File: config.mk
export PLATFORM = sky130hd
export DESIGN_NAME = event_registration_match_table_flat
export DESIGN_NICKNAME = d
export VERILOG_FILES = /design/src/rtl/ermt_pkg.sv /design/src/rtl/ermt_in_if.sv /design/src/rtl/ermt_out_if.sv /design/src/rtl/ermt_front.sv /design/src/rtl/ermt_back.sv /design/src/rtl/event_registration_match_table.sv /design/src/flat_wrapper.sv
export VERILOG_INCLUDE_DIRS = /design/src /design/src/rtl
export SDC_FILE = /design/constraint.sdc
export NUM_CORES = 2
export LEC_CHECK = 0
export ABC_AREA = 0
export BUFFER_PORTS_ARGS = -buffer_cell sky130_fd_sc_hd__buf_2
export CAP_MARGIN = 10
export CELL_PAD_IN_SITES_DETAIL_PLACEMENT = 0
export CELL_PAD_IN_SITES_GLOBAL_PLACEMENT = 2
export CORE_MARGIN = 2
export CORE_UTILIZATION = 25
export CTS_BUF_LIST = sky130_fd_sc_hd__clkbuf_2 sky130_fd_sc_hd__clkbuf_4 sky130_fd_sc_hd__clkbuf_8
export DETAILED_ROUTE_END_ITERATION = 12
export PLACE_DENSITY_LB_ADDON = 0.1
export SYNTH_ARGS = -nofsm -noshare
export SYNTH_HDL_FRONTEND = slang
export SYNTH_SLANG_ARGS = --single-unit
File: constraint.sdc
create_clock -name clk -period 8.21 [get_ports clk]
set_clock_uncertainty 0.1 [all_clocks]
set_input_delay 1.642 -clock clk [delete_from_list [all_inputs] [get_ports clk]]
set_output_delay 1.642 -clock clk [all_outputs]
set_load 0.1 [all_outputs]
File: src/rtl/event_registration_match_table_macros.svh
// assertion helpers used by the rtl
`ifndef EVENT_REGISTRATION_MATCH_TABLE_MACROS_SVH
`define EVENT_REGISTRATION_MATCH_TABLE_MACROS_SVH

// same-cycle implication, checked outside reset
`define ERMT_ASSERT_IMP(label, clk, rst_n, ante, cons, msg) \
    label: assert property (@(posedge clk) disable iff (!rst_n) (ante) |-> (cons)) \
        else $error(msg);

// next-cycle implication, checked outside reset
`define ERMT_ASSERT_NXT(label, clk, rst_n, ante, cons, msg) \
    label: assert property (@(posedge clk) disable iff (!rst_n) (ante) |=> (cons)) \
        else $error(msg);

`endif

File: src/rtl/ermt_pkg.sv
package ermt_pkg;

    localparam int CMD_W      = 3;
    localparam int NODE_ID_W  = 4;
    localparam int EVENT_W    = 64;
    localparam int ROLE_W     = 2;
    localparam int PLEN_W     = 4;
    localparam int KIND_W     = 3;
    localparam int INDEX_W    = 5;
    localparam int NODE_W_MAX = 8;

    localparam int MAX_RESULTS = 64;
    localparam int CNT_W       = $clog2(MAX_RESULTS + 1);

    localparam int QDEPTH = 2;
    localparam int QPTR_W = 1;
    localparam int QCNT_W = 2;

    localparam logic [PLEN_W-1:0] FULL_PAYLOAD = 4'd8;

    // command codes
    localparam logic [CMD_W-1:0] CMD_CLEAR      = 3'd0;
    localparam logic [CMD_W-1:0] CMD_REGISTER   = 3'd1;
    localparam logic [CMD_W-1:0] CMD_IDENT_ALL  = 3'd2;
    localparam logic [CMD_W-1:0] CMD_CONS_IDENT = 3'd3;
    localparam logic [CMD_W-1:0] CMD_PROD_IDENT = 3'd4;
    localparam logic [CMD_W-1:0] CMD_REPORT     = 3'd5;

    // result kinds
    localparam logic [KIND_W-1:0] KIND_REGISTERED = 3'd0;
    localparam logic [KIND_W-1:0] KIND_FULL       = 3'd1;
    localparam logic [KIND_W-1:0] KIND_PROD_ID    = 3'd2;
    localparam logic [KIND_W-1:0] KIND_CONS_ID    = 3'd3;
    localparam logic [KIND_W-1:0] KIND_REPORT     = 3'd4;

    // classified command handed from front to back
    typedef struct packed {
        logic [CMD_W-1:0]      cmd;
        logic [NODE_W_MAX-1:0] node;
        logic [EVENT_W-1:0]    evt_id;
        logic [ROLE_W-1:0]     roles;
        logic                  handler;
    } ermt_cmd_t;

    typedef struct packed {
        logic [KIND_W-1:0]    kind;
        logic [NODE_ID_W-1:0] node;
        logic [EVENT_W-1:0]   evt_id;
        logic [INDEX_W-1:0]   idx;
        logic                 last;
    } ermt_res_t;

endpackage

File: src/rtl/ermt_in_if.sv
interface ermt_in_if;
    import ermt_pkg::*;

    logic                 valid;
    logic                 ready;
    logic [CMD_W-1:0]     cmd;
    logic [NODE_ID_W-1:0] node_id;
    logic [EVENT_W-1:0]   evt_id;
    logic [ROLE_W-1:0]    role_flags;
    logic                 has_handler;
    logic [PLEN_W-1:0]    payload_len;

    modport source (
        output valid, cmd, node_id, evt_id, role_flags, has_handler, payload_len,
        input  ready
    );

    modport sink (
        input  valid, cmd, node_id, evt_id, role_flags, has_handler, payload_len,
        output ready
    );
endinterface

File: src/rtl/ermt_out_if.sv
interface ermt_out_if;
    import ermt_pkg::*;

    logic                 valid;
    logic                 ready;
    logic [KIND_W-1:0]    kind;
    logic [NODE_ID_W-1:0] out_node;
    logic [EVENT_W-1:0]   out_event;
    logic [INDEX_W-1:0]   entry_index;
    logic                 last;

    modport source (
        output valid, kind, out_node, out_event, entry_index, last,
        input  ready
    );

    modport sink (
        input  valid, kind, out_node, out_event, entry_index, last,
        output ready
    );
endinterface

File: src/rtl/ermt_front.sv
module ermt_front #(
    parameter int NODE_BITS = 4
) (
    input  logic              clk,
    input  logic              rst_n,
    ermt_in_if.sink           in_ch,
    output logic              cmd_valid,
    input  logic              cmd_ready,
    output ermt_pkg::ermt_cmd_t cmd
);
    import ermt_pkg::*;

    localparam logic [NODE_W_MAX-1:0] NODE_MASK = ~({NODE_W_MAX{1'b1}} << NODE_BITS);

    ermt_cmd_t          q_reg [QDEPTH];
    logic [QPTR_W-1:0]  wr_ptr_reg, wr_ptr_next;
    logic [QPTR_W-1:0]  rd_ptr_reg, rd_ptr_next;
    logic [QCNT_W-1:0]  cnt_reg, cnt_next;
    logic               keep;
    logic               push;
    logic               pop;
    ermt_cmd_t          classified;

    // drop unknown codes and identify or report frames with a short payload
    always_comb
    begin
        keep = (in_ch.cmd inside {CMD_CLEAR, CMD_REGISTER, CMD_IDENT_ALL})
            || ((in_ch.cmd inside {CMD_CONS_IDENT, CMD_PROD_IDENT, CMD_REPORT})
                && (in_ch.payload_len >= FULL_PAYLOAD));
        classified.cmd      = in_ch.cmd;
        classified.node     = NODE_W_MAX'(in_ch.node_id) & NODE_MASK;
        classified.evt_id   = in_ch.evt_id;
        classified.roles    = in_ch.role_flags;
        classified.handler  = in_ch.has_handler;
    end

    assign in_ch.ready = (cnt_reg != QCNT_W'(QDEPTH));
    assign push        = in_ch.valid && in_ch.ready && keep;
    assign cmd_valid   = (cnt_reg != '0);
    assign pop         = cmd_valid && cmd_ready;
    assign cmd         = q_reg[rd_ptr_reg];

    always_comb
    begin
        wr_ptr_next = push ? wr_ptr_reg + 1'b1 : wr_ptr_reg;
        rd_ptr_next = pop ? rd_ptr_reg + 1'b1 : rd_ptr_reg;
        cnt_next    = cnt_reg + QCNT_W'(push) - QCNT_W'(pop);
    end

    always_ff @(posedge clk or negedge rst_n)
    begin
        if (!rst_n)
        begin
            wr_ptr_reg <= '0;
            rd_ptr_reg <= '0;
            cnt_reg    <= '0;
        end
        else
        begin
            wr_ptr_reg <= wr_ptr_next;
            rd_ptr_reg <= rd_ptr_next;
            cnt_reg    <= cnt_next;
        end
    end

    always_ff @(posedge clk)
    begin
        if (push)
        begin
            q_reg[wr_ptr_reg] <= classified;
        end
    end
endmodule

File: src/rtl/ermt_back.sv
`include "event_registration_match_table_macros.svh"

module ermt_back #(
    parameter int ENTRIES   = 32,
    parameter int NODE_BITS = 4
) (
    input  logic                clk,
    input  logic                rst_n,
    input  logic                cmd_valid,
    output logic                cmd_ready,
    input  ermt_pkg::ermt_cmd_t cmd,
    ermt_out_if.source          out_ch
);
    import ermt_pkg::*;

    localparam int IDX_W = (ENTRIES > 1) ? $clog2(ENTRIES) : 1;
    localparam int MEM_W = EVENT_W + 3 + NODE_BITS;
    localparam logic [IDX_W-1:0] LAST_IDX = IDX_W'(ENTRIES - 1);

    typedef enum logic [3:0] {
        S_IDLE  = 4'b0001,
        S_REG   = 4'b0010,
        S_SCAN  = 4'b0100,
        S_DRAIN = 4'b1000
    } state_t;

    // event, flags and node of each slot; only used behind a set valid bit
    logic [MEM_W-1:0]   mem [ENTRIES];
    logic [MEM_W-1:0]   rd_data_reg;
    logic               mem_we;
    logic               rd_en;
    logic [MEM_W-1:0]   wdata;

    state_t             state_reg, state_next;
    logic [ENTRIES-1:0] valid_reg, valid_next;
    logic [IDX_W-1:0]   ptr_reg, ptr_next;
    logic               iss_done_reg, iss_done_next;
    logic               ev_vld_reg, ev_vld_next;
    logic               ev_ent_reg, ev_ent_next;
    logic [IDX_W-1:0]   ev_idx_reg, ev_idx_next;
    logic               phase_reg, phase_next;
    logic [CNT_W-1:0]   cnt_reg, cnt_next;
    logic               pend_vld_reg, pend_vld_next;
    ermt_res_t          pend_reg, pend_next;
    logic               out_vld_reg, out_vld_next;
    ermt_res_t          out_reg, out_next;
    ermt_cmd_t          cur_reg, cur_next;

    logic [EVENT_W-1:0]   rd_event;
    logic                 rd_prod;
    logic                 rd_cons;
    logic                 rd_hdl;
    logic [NODE_BITS-1:0] rd_node;
    logic                 node_hit;
    logic                 ev_eq;
    logic                 hit;
    logic                 hold;
    logic                 first_only;
    logic [KIND_W-1:0]    hit_kind;
    logic                 take;
    logic                 stall;
    logic                 out_free;
    ermt_res_t            scan_res;

    assign rd_event = rd_data_reg[EVENT_W-1:0];
    assign rd_prod  = rd_data_reg[EVENT_W];
    assign rd_cons  = rd_data_reg[EVENT_W+1];
    assign rd_hdl   = rd_data_reg[EVENT_W+2];
    assign rd_node  = rd_data_reg[MEM_W-1 -: NODE_BITS];
    assign wdata    = {cur_reg.node[NODE_BITS-1:0], cur_reg.handler,
                       cur_reg.roles[1], cur_reg.roles[0], cur_reg.evt_id};
    assign out_free = !out_vld_reg || out_ch.ready;

    // match of the slot under evaluation
    always_comb
    begin
        node_hit   = ev_vld_reg && ev_ent_reg && (rd_node == cur_reg.node[NODE_BITS-1:0]);
        ev_eq      = (rd_event == cur_reg.evt_id);
        hit        = 1'b0;
        hold       = 1'b0;
        first_only = 1'b0;
        hit_kind   = KIND_PROD_ID;
        case (cur_reg.cmd)
            CMD_IDENT_ALL:
            begin
                if (node_hit)
                begin
                    if (phase_reg)
                    begin
                        hit      = 1'b1;
                        hit_kind = KIND_CONS_ID;
                    end
                    else if (rd_prod)
                    begin
                        hit  = 1'b1;
                        hold = rd_cons;
                    end
                    else if (rd_cons)
                    begin
                        hit      = 1'b1;
                        hit_kind = KIND_CONS_ID;
                    end
                end
            end
            CMD_CONS_IDENT:
            begin
                first_only = 1'b1;
                hit        = node_hit && rd_cons && ev_eq;
                hit_kind   = KIND_CONS_ID;
            end
            CMD_PROD_IDENT:
            begin
                first_only = 1'b1;
                hit        = node_hit && rd_prod && ev_eq;
            end
            CMD_REPORT:
            begin
                hit      = node_hit && rd_cons && rd_hdl && ev_eq;
                hit_kind = KIND_REPORT;
            end
            default:
            begin
                hit = 1'b0;
            end
        endcase
        take  = hit && (cnt_reg < CNT_W'(MAX_RESULTS));
        stall = take && pend_vld_reg && !out_free;

        scan_res.kind     = hit_kind;
        scan_res.node     = NODE_ID_W'(cur_reg.node);
        scan_res.evt_id   = rd_event;
        scan_res.idx      = INDEX_W'(ev_idx_reg);
        scan_res.last     = 1'b0;
    end

    always_comb
    begin
        state_next    = state_reg;
        valid_next    = valid_reg;
        ptr_next      = ptr_reg;
        iss_done_next = iss_done_reg;
        ev_vld_next   = ev_vld_reg;
        ev_ent_next   = ev_ent_reg;
        ev_idx_next   = ev_idx_reg;
        phase_next    = phase_reg;
        cnt_next      = cnt_reg;
        pend_vld_next = pend_vld_reg;
        pend_next     = pend_reg;
        out_vld_next  = out_vld_reg && !out_ch.ready;
        out_next      = out_reg;
        cur_next      = cur_reg;
        mem_we        = 1'b0;
        rd_en         = 1'b0;
        cmd_ready     = 1'b0;

        case (state_reg)
            S_IDLE:
            begin
                cmd_ready = 1'b1;
                if (cmd_valid)
                begin
                    cur_next = cmd;
                    ptr_next = '0;
                    case (cmd.cmd)
                        CMD_CLEAR:
                        begin
                            valid_next = '0;
                        end
                        CMD_REGISTER:
                        begin
                            state_next = S_REG;
                        end
                        default:
                        begin
                            iss_done_next = 1'b0;
                            ev_vld_next   = 1'b0;
                            phase_next    = 1'b0;
                            cnt_next      = '0;
                            state_next    = S_SCAN;
                        end
                    endcase
                end
            end
            S_REG:
            begin
                pend_next.node     = NODE_ID_W'(cur_reg.node);
                pend_next.evt_id   = cur_reg.evt_id;
                pend_next.last     = 1'b0;
                if (!valid_reg[ptr_reg])
                begin
                    mem_we              = 1'b1;
                    valid_next[ptr_reg] = 1'b1;
                    pend_vld_next       = 1'b1;
                    pend_next.kind      = KIND_REGISTERED;
                    pend_next.idx       = INDEX_W'(ptr_reg);
                    state_next          = S_DRAIN;
                end
                else if (ptr_reg == LAST_IDX)
                begin
                    pend_vld_next  = 1'b1;
                    pend_next.kind = KIND_FULL;
                    pend_next.idx  = '0;
                    state_next     = S_DRAIN;
                end
                else
                begin
                    ptr_next = ptr_reg + 1'b1;
                end
            end
            S_SCAN:
            begin
                if (iss_done_reg && !ev_vld_reg)
                begin
                    state_next = S_DRAIN;
                end
                else if (!stall)
                begin
                    if (take)
                    begin
                        pend_vld_next = 1'b1;
                        pend_next     = scan_res;
                        cnt_next      = cnt_reg + 1'b1;
                        // older result is now known not to be the final one
                        if (pend_vld_reg)
                        begin
                            out_vld_next = 1'b1;
                            out_next     = pend_reg;
                        end
                    end
                    phase_next = hold;
                    if (take && first_only)
                    begin
                        ev_vld_next = 1'b0;
                        state_next  = S_DRAIN;
                    end
                    else if (!hold)
                    begin
                        if (!iss_done_reg)
                        begin
                            rd_en         = 1'b1;
                            ev_vld_next   = 1'b1;
                            ev_ent_next   = valid_reg[ptr_reg];
                            ev_idx_next   = ptr_reg;
                            ptr_next      = ptr_reg + 1'b1;
                            iss_done_next = (ptr_reg == LAST_IDX);
                        end
                        else
                        begin
                            ev_vld_next = 1'b0;
                        end
                    end
                end
            end
            S_DRAIN:
            begin
                if (!pend_vld_reg)
                begin
                    state_next = S_IDLE;
                end
                else if (out_free)
                begin
                    out_vld_next  = 1'b1;
                    out_next      = pend_reg;
                    out_next.last = 1'b1;
                    pend_vld_next = 1'b0;
                    state_next    = S_IDLE;
                end
            end
            default:
            begin
                state_next = S_IDLE;
            end
        endcase
    end

    always_ff @(posedge clk or negedge rst_n)
    begin
        if (!rst_n)
        begin
            state_reg    <= S_IDLE;
            valid_reg    <= '0;
            ptr_reg      <= '0;
            iss_done_reg <= 1'b0;
            ev_vld_reg   <= 1'b0;
            phase_reg    <= 1'b0;
            cnt_reg      <= '0;
            pend_vld_reg <= 1'b0;
            out_vld_reg  <= 1'b0;
        end
        else
        begin
            state_reg    <= state_next;
            valid_reg    <= valid_next;
            ptr_reg      <= ptr_next;
            iss_done_reg <= iss_done_next;
            ev_vld_reg   <= ev_vld_next;
            phase_reg    <= phase_next;
            cnt_reg      <= cnt_next;
            pend_vld_reg <= pend_vld_next;
            out_vld_reg  <= out_vld_next;
        end
    end

    always_ff @(posedge clk)
    begin
        ev_ent_reg <= ev_ent_next;
        ev_idx_reg <= ev_idx_next;
        pend_reg   <= pend_next;
        out_reg    <= out_next;
        cur_reg    <= cur_next;
    end

    always_ff @(posedge clk)
    begin
        if (mem_we)
        begin
            mem[ptr_reg] <= wdata;
        end
        if (rd_en)
        begin
            rd_data_reg <= mem[ptr_reg];
        end
    end

    assign out_ch.valid       = out_vld_reg;
    assign out_ch.kind        = out_reg.kind;
    assign out_ch.out_node    = out_reg.node;
    assign out_ch.out_event   = out_reg.evt_id;
    assign out_ch.entry_index = out_reg.idx;
    assign out_ch.last        = out_reg.last;

    `ERMT_ASSERT_IMP(a_idle_no_pending, clk, rst_n, state_reg == S_IDLE, !pend_vld_reg,
        "pending result left behind in idle")
    `ERMT_ASSERT_IMP(a_cnt_capped, clk, rst_n, 1'b1, cnt_reg <= CNT_W'(MAX_RESULTS),
        "result count beyond cap")
    `ERMT_ASSERT_IMP(a_eval_in_scan, clk, rst_n, ev_vld_reg, state_reg == S_SCAN,
        "slot under evaluation outside scan")
    `ERMT_ASSERT_IMP(a_phase_with_slot, clk, rst_n, phase_reg, ev_vld_reg,
        "second reply pending without a slot")
    `ERMT_ASSERT_NXT(a_drain_to_idle, clk, rst_n,
        state_reg == S_DRAIN && (!pend_vld_reg || out_free), state_reg == S_IDLE,
        "drain did not finish")
endmodule

File: src/rtl/event_registration_match_table.sv
// event registration and match table
//
// in_ch takes one command transaction per handshake (valid and ready high):
// clear, register, identify all, consumer identify, producer identify or
// event report. identify and report frames with a payload under 8 bytes,
// and unknown codes, are taken and dropped. out_ch gives the results of
// each command in order, last set on the final one of that command.
// a front end classifies and queues up to two commands, so in_ch keeps
// taking transactions while the back end works on an earlier one.
// clear empties the table from the back end's idle state; register walks
// over the valid bits for the first free slot; every search command walks
// the table, reading one slot per cycle from the single-port table memory
// while out_ch does not stall it, and an identify-all slot that is both
// producer and consumer holds the walk for its second result.
// a result waits in a pending register until the next match or the end of
// the walk, then goes through the output register to out_ch.
// reset clears the valid bits in flip-flops at once, so the table is empty
// with no clearing pass; queued commands and pending results are dropped.
// when out_ch stalls, one result waits in the output register and one more
// in a pending register; after that the scan halts in place until taken.
module event_registration_match_table #(
    parameter int ENTRIES   = 32,
    parameter int NODE_BITS = 4
) (
    input  logic      clk,
    input  logic      rst_n,
    ermt_in_if.sink   in_ch,
    ermt_out_if.source out_ch
);
    import ermt_pkg::*;

    // classified command between the two halves
    ermt_cmd_t cmd;
    logic      cmd_valid;
    logic      cmd_ready;

    // front: classify and queue
    ermt_front #(
        .NODE_BITS (NODE_BITS)
    ) u_front (
        .clk       (clk),
        .rst_n     (rst_n),
        .in_ch     (in_ch),
        .cmd_valid (cmd_valid),
        .cmd_ready (cmd_ready),
        .cmd       (cmd)
    );

    // back: table walk and result output
    ermt_back #(
        .ENTRIES   (ENTRIES),
        .NODE_BITS (NODE_BITS)
    ) u_back (
        .clk       (clk),
        .rst_n     (rst_n),
        .cmd_valid (cmd_valid),
        .cmd_ready (cmd_ready),
        .cmd       (cmd),
        .out_ch    (out_ch)
    );
endmodule

File: src/flat_wrapper.sv
// flat-port wrapper written by rule: the top's interface ports become plain ports
module event_registration_match_table_flat import ermt_pkg::*;
#(
    parameter int ENTRIES   = 32,
    parameter int NODE_BITS = 4
)
  (clk, rst_n, in_ch_valid, in_ch_cmd, in_ch_node_id, in_ch_evt_id, in_ch_role_flags, in_ch_has_handler, in_ch_payload_len, in_ch_ready, out_ch_valid, out_ch_kind, out_ch_out_node, out_ch_out_event, out_ch_entry_index, out_ch_last, out_ch_ready);
  ermt_in_if in_ch_i ();
  ermt_out_if out_ch_i ();
  input  logic clk;
  input  logic rst_n;
  input wire logic [$bits(in_ch_i.valid)-1:0] in_ch_valid;
  input wire logic [$bits(in_ch_i.cmd)-1:0] in_ch_cmd;
  input wire logic [$bits(in_ch_i.node_id)-1:0] in_ch_node_id;
  input wire logic [$bits(in_ch_i.evt_id)-1:0] in_ch_evt_id;
  input wire logic [$bits(in_ch_i.role_flags)-1:0] in_ch_role_flags;
  input wire logic [$bits(in_ch_i.has_handler)-1:0] in_ch_has_handler;
  input wire logic [$bits(in_ch_i.payload_len)-1:0] in_ch_payload_len;
  output wire logic [$bits(in_ch_i.ready)-1:0] in_ch_ready;
  output wire logic [$bits(out_ch_i.valid)-1:0] out_ch_valid;
  output wire logic [$bits(out_ch_i.kind)-1:0] out_ch_kind;
  output wire logic [$bits(out_ch_i.out_node)-1:0] out_ch_out_node;
  output wire logic [$bits(out_ch_i.out_event)-1:0] out_ch_out_event;
  output wire logic [$bits(out_ch_i.entry_index)-1:0] out_ch_entry_index;
  output wire logic [$bits(out_ch_i.last)-1:0] out_ch_last;
  input wire logic [$bits(out_ch_i.ready)-1:0] out_ch_ready;
  assign in_ch_i.valid = in_ch_valid;
  assign in_ch_i.cmd = in_ch_cmd;
  assign in_ch_i.node_id = in_ch_node_id;
  assign in_ch_i.evt_id = in_ch_evt_id;
  assign in_ch_i.role_flags = in_ch_role_flags;
  assign in_ch_i.has_handler = in_ch_has_handler;
  assign in_ch_i.payload_len = in_ch_payload_len;
  assign in_ch_ready = in_ch_i.ready;
  assign out_ch_valid = out_ch_i.valid;
  assign out_ch_kind = out_ch_i.kind;
  assign out_ch_out_node = out_ch_i.out_node;
  assign out_ch_out_event = out_ch_i.out_event;
  assign out_ch_entry_index = out_ch_i.entry_index;
  assign out_ch_last = out_ch_i.last;
  assign out_ch_i.ready = out_ch_ready;
  event_registration_match_table #(.ENTRIES(ENTRIES), .NODE_BITS(NODE_BITS)) u_core (.clk(clk), .rst_n(rst_n), .in_ch(in_ch_i), .out_ch(out_ch_i));
endmodule
==> impl_metrics.ini <==
[outcome]
status = finished clean

[clocking]
cts-resized-gates = 0
htree_levels = 6
clock-sinks = 2781
hold_buffers = 0
clockRootBuffer = clkbuf_8
post-cts-setup-buffers = 0
cts_buffer_depth = 4
cts_tree = done
cts_inserted_buffers = 531
clk_latency_ps = 1190
clk_pin_slew_worst_paths_ps = 50

[global_route]
overflow = 0
grtUsageTotal_pct = 17.1
grt_pass1_vias = 54700
grt_pass1_wl_um = 488000
antenna_found_initial = 9
grt_max_degree = 108

[detailed_routing]
dr.pass1.iters = 8
routed_wirelength_um = 364000
first_iter_violations = 4216
drc_errors = 0
wl_per_cell_um = 32.7
ant_nets = 0
route.vias.total = 51000
routed_via_density = 4.58

[timing]
slew_violations = 0
fin_setup_tns_ps = 0
tightest_slew_ps = 1280
max_freq_ghz = 0.165
period_minus_slack_ps = 6060
rsz0062_at_grt = false
max_slew_margin_pct = 14.3
fin_crit_sh_pct = 73.8
hold_viol = 0
setup_viol_count_final = 0

[logic_synthesis]
synthCells = 4604
async_reset_ff_share_pct = 2.05
synth_area_per_cell_sq_um = 22.5
ys_top_cells_by_count = edfxtp_1 (2724), mux4_2 (570), a22oi_1 (284), nand2_1 (219), clkbuf_1 (152)
yosys.area.top_type = edfxtp_1
netlist_area_sq_mm = 0.104
synth-edff-count = 2724
ys_top_cells_by_area = edfxtp_1 (79%), mux4_2 (12%), a22oi_1 (2.1%)
ys_ff_latch = 2781
syn_nets = 4694
synthDominantCellAreaShare_pct = 78.9
synth.yosys.seq_area_share_pct = 80.3
ys_warn_count = 0
yosysMostFrequentCell = edfxtp_1
synthFlopType = edfxtp_1
synth.distinct_cells = 61

[die]
core_area_sq_mm = 0.413
fp.dieH_um = 648
die_area_sq_mm = 0.420
die_w_um = 648
start_util_pct = 25.1
std_cell_rows = 236
io_pins = 161

[pwr]
p_leak_nw = 37.9
p_per_area_mw_per_mm2 = 307
vdd_drop_max_v = 0.000162

[placement]
io_buffers = 157
placedCellCount = 10200
gp_congestion = 0.688
hpwlAfterDp_um = 184000
post_dp_cell_area_sq_mm = 0.113

[critical_path]
cp.arrival_ps = 6730
endpoint_kind = flop
crit_required_ps = 8870
path_class = flop to flop
start_kind = flop
critPathMaxFanout = 34

[finish]
syn_to_final_growth_pct = 18.9
nFillCells = 40100
largest_register_ffs = 2272
layout.cells.non_filler = 11100
drive_above_1_share_pct = 33.8
fin_area_sq_mm = 0.123
fin_nets = 5361

[run]
cap_violations = 0

[min_path]
hold_class = flop to flop
==> area by class of cell <==
class	count	area (sq um)	area share (%)
diodes	4	10.0	0.00812
clock buffers	769	9150	7.42
clock inverters	149	1010	0.822
inverters	13	48.8	0.0396
multi-input cells	1579	19900	16.1
flip-flops and latches	2781	83200	67.5
well taps	5474	6850	5.55
repair buffers	365	3120	2.53
==> power by group <==
part	switching (mW)	internal (mW)	total, mW
Sequential	0.597	17.8	18.4
Clock	6.14	7.25	13.4
Combinational	4.28	1.72	6.01
==> final timing paths <==
path	startpoint	to	slack, ps	cells past startpoint
min	u_core.u_back.pend_reg[36]	u_core.u_back.out_ch.out_event[30]	300	0
min reg2reg	u_core.u_back.pend_reg[36]	u_core.u_back.out_ch.out_event[30]	300	0
min in group asynchronous	rst_n	u_core.u_back.out_ch.valid	580	2
max in group asynchronous	rst_n	u_core.u_back.ptr_reg[1]	6670	2
max	u_core.u_back.cur_reg[12]	u_core.u_back.cur_reg[32]	2150	11
max reg2reg	u_core.u_back.cur_reg[12]	u_core.u_back.cur_reg[32]	2150	11
==> cells by family after synthesis <==
group	after synthesis	synth area share, %
buffers and inverters	244	0.916
AOI/OAI and AO/OA	388	2.74
xor gates and xnor gates	72	0.608
muxes	658	13.3
and+or+nand+nor	453	2.07
DFF	2781	80.3
adders and majority gates	8	0.0965
==> metrics by stage <==
step           power, mW  hold slack, ps  utilization (%)  setup WS, ps
3_5_place_dp        25.0             305             27.4          2070
3_3_place_gp        24.9             304             27.4          2060
6_report            37.8             303             29.8          2150
2_1_floorplan       21.8             300                -           757
5_1_grt             39.5             323             29.8          1820
4_1_cts             38.7             302             29.8          2020
==> critical path, cell delays in order, from the launching register on <==
cell and delay (ps):
edfxtp_1 810, xnor2_1 850, nand4_1 370, nor4_1 900, buf_4 230, nand3_1 160
buf_4 260, o21a_4 250, o21ai_1 490, nor2_4 290, buf_4 370, buf_4 400
==> routing by layer <==
layer / GRT usage (%) / wire length (um) / vias up
met2: 28.6 / 178000 / 1256
met4: 3.84 / 7470 / 0
li1: - / - / 20900
met5: 0 / 0 / -
met1: 23.4 / 165000 / 28300
met3: 2.42 / 13300 / 511
==> cell usage in the layout (no fill, tap or decap), types with 11 or more instances in the layout <==
master | Yosys | final
a21o_1 | 18 | 17
buf_2 | 12 | 157
mux2_2 | 73 | 73
clkinv_2 | 0 | 21
nand2_1 | 219 | 219
a31oi_1 | 16 | 16
nand4_1 | 89 | 89
inv_1 | 13 | 13
clkbuf_8 | 0 | 540
nor2_4 | 0 | 35
buf_4 | 5 | 146
clkbuf_4 | 0 | 229
clkinv_1 | 0 | 75
inv_6 | 0 | 16
o21ai_0 | 28 | 28
xnor2_1 | 67 | 67
dfrtp_1 | 56 | 53
inv_8 | 0 | 11
mux2i_1 | 15 | 15
nand3_1 | 13 | 13
edfxtp_1 | 2724 | 2724
mux4_2 | 570 | 570
a22oi_1 | 284 | 284
buf_12 | 0 | 62
nor2_1 | 65 | 30
Note: power is estimated with default switching activity, not from simulation.
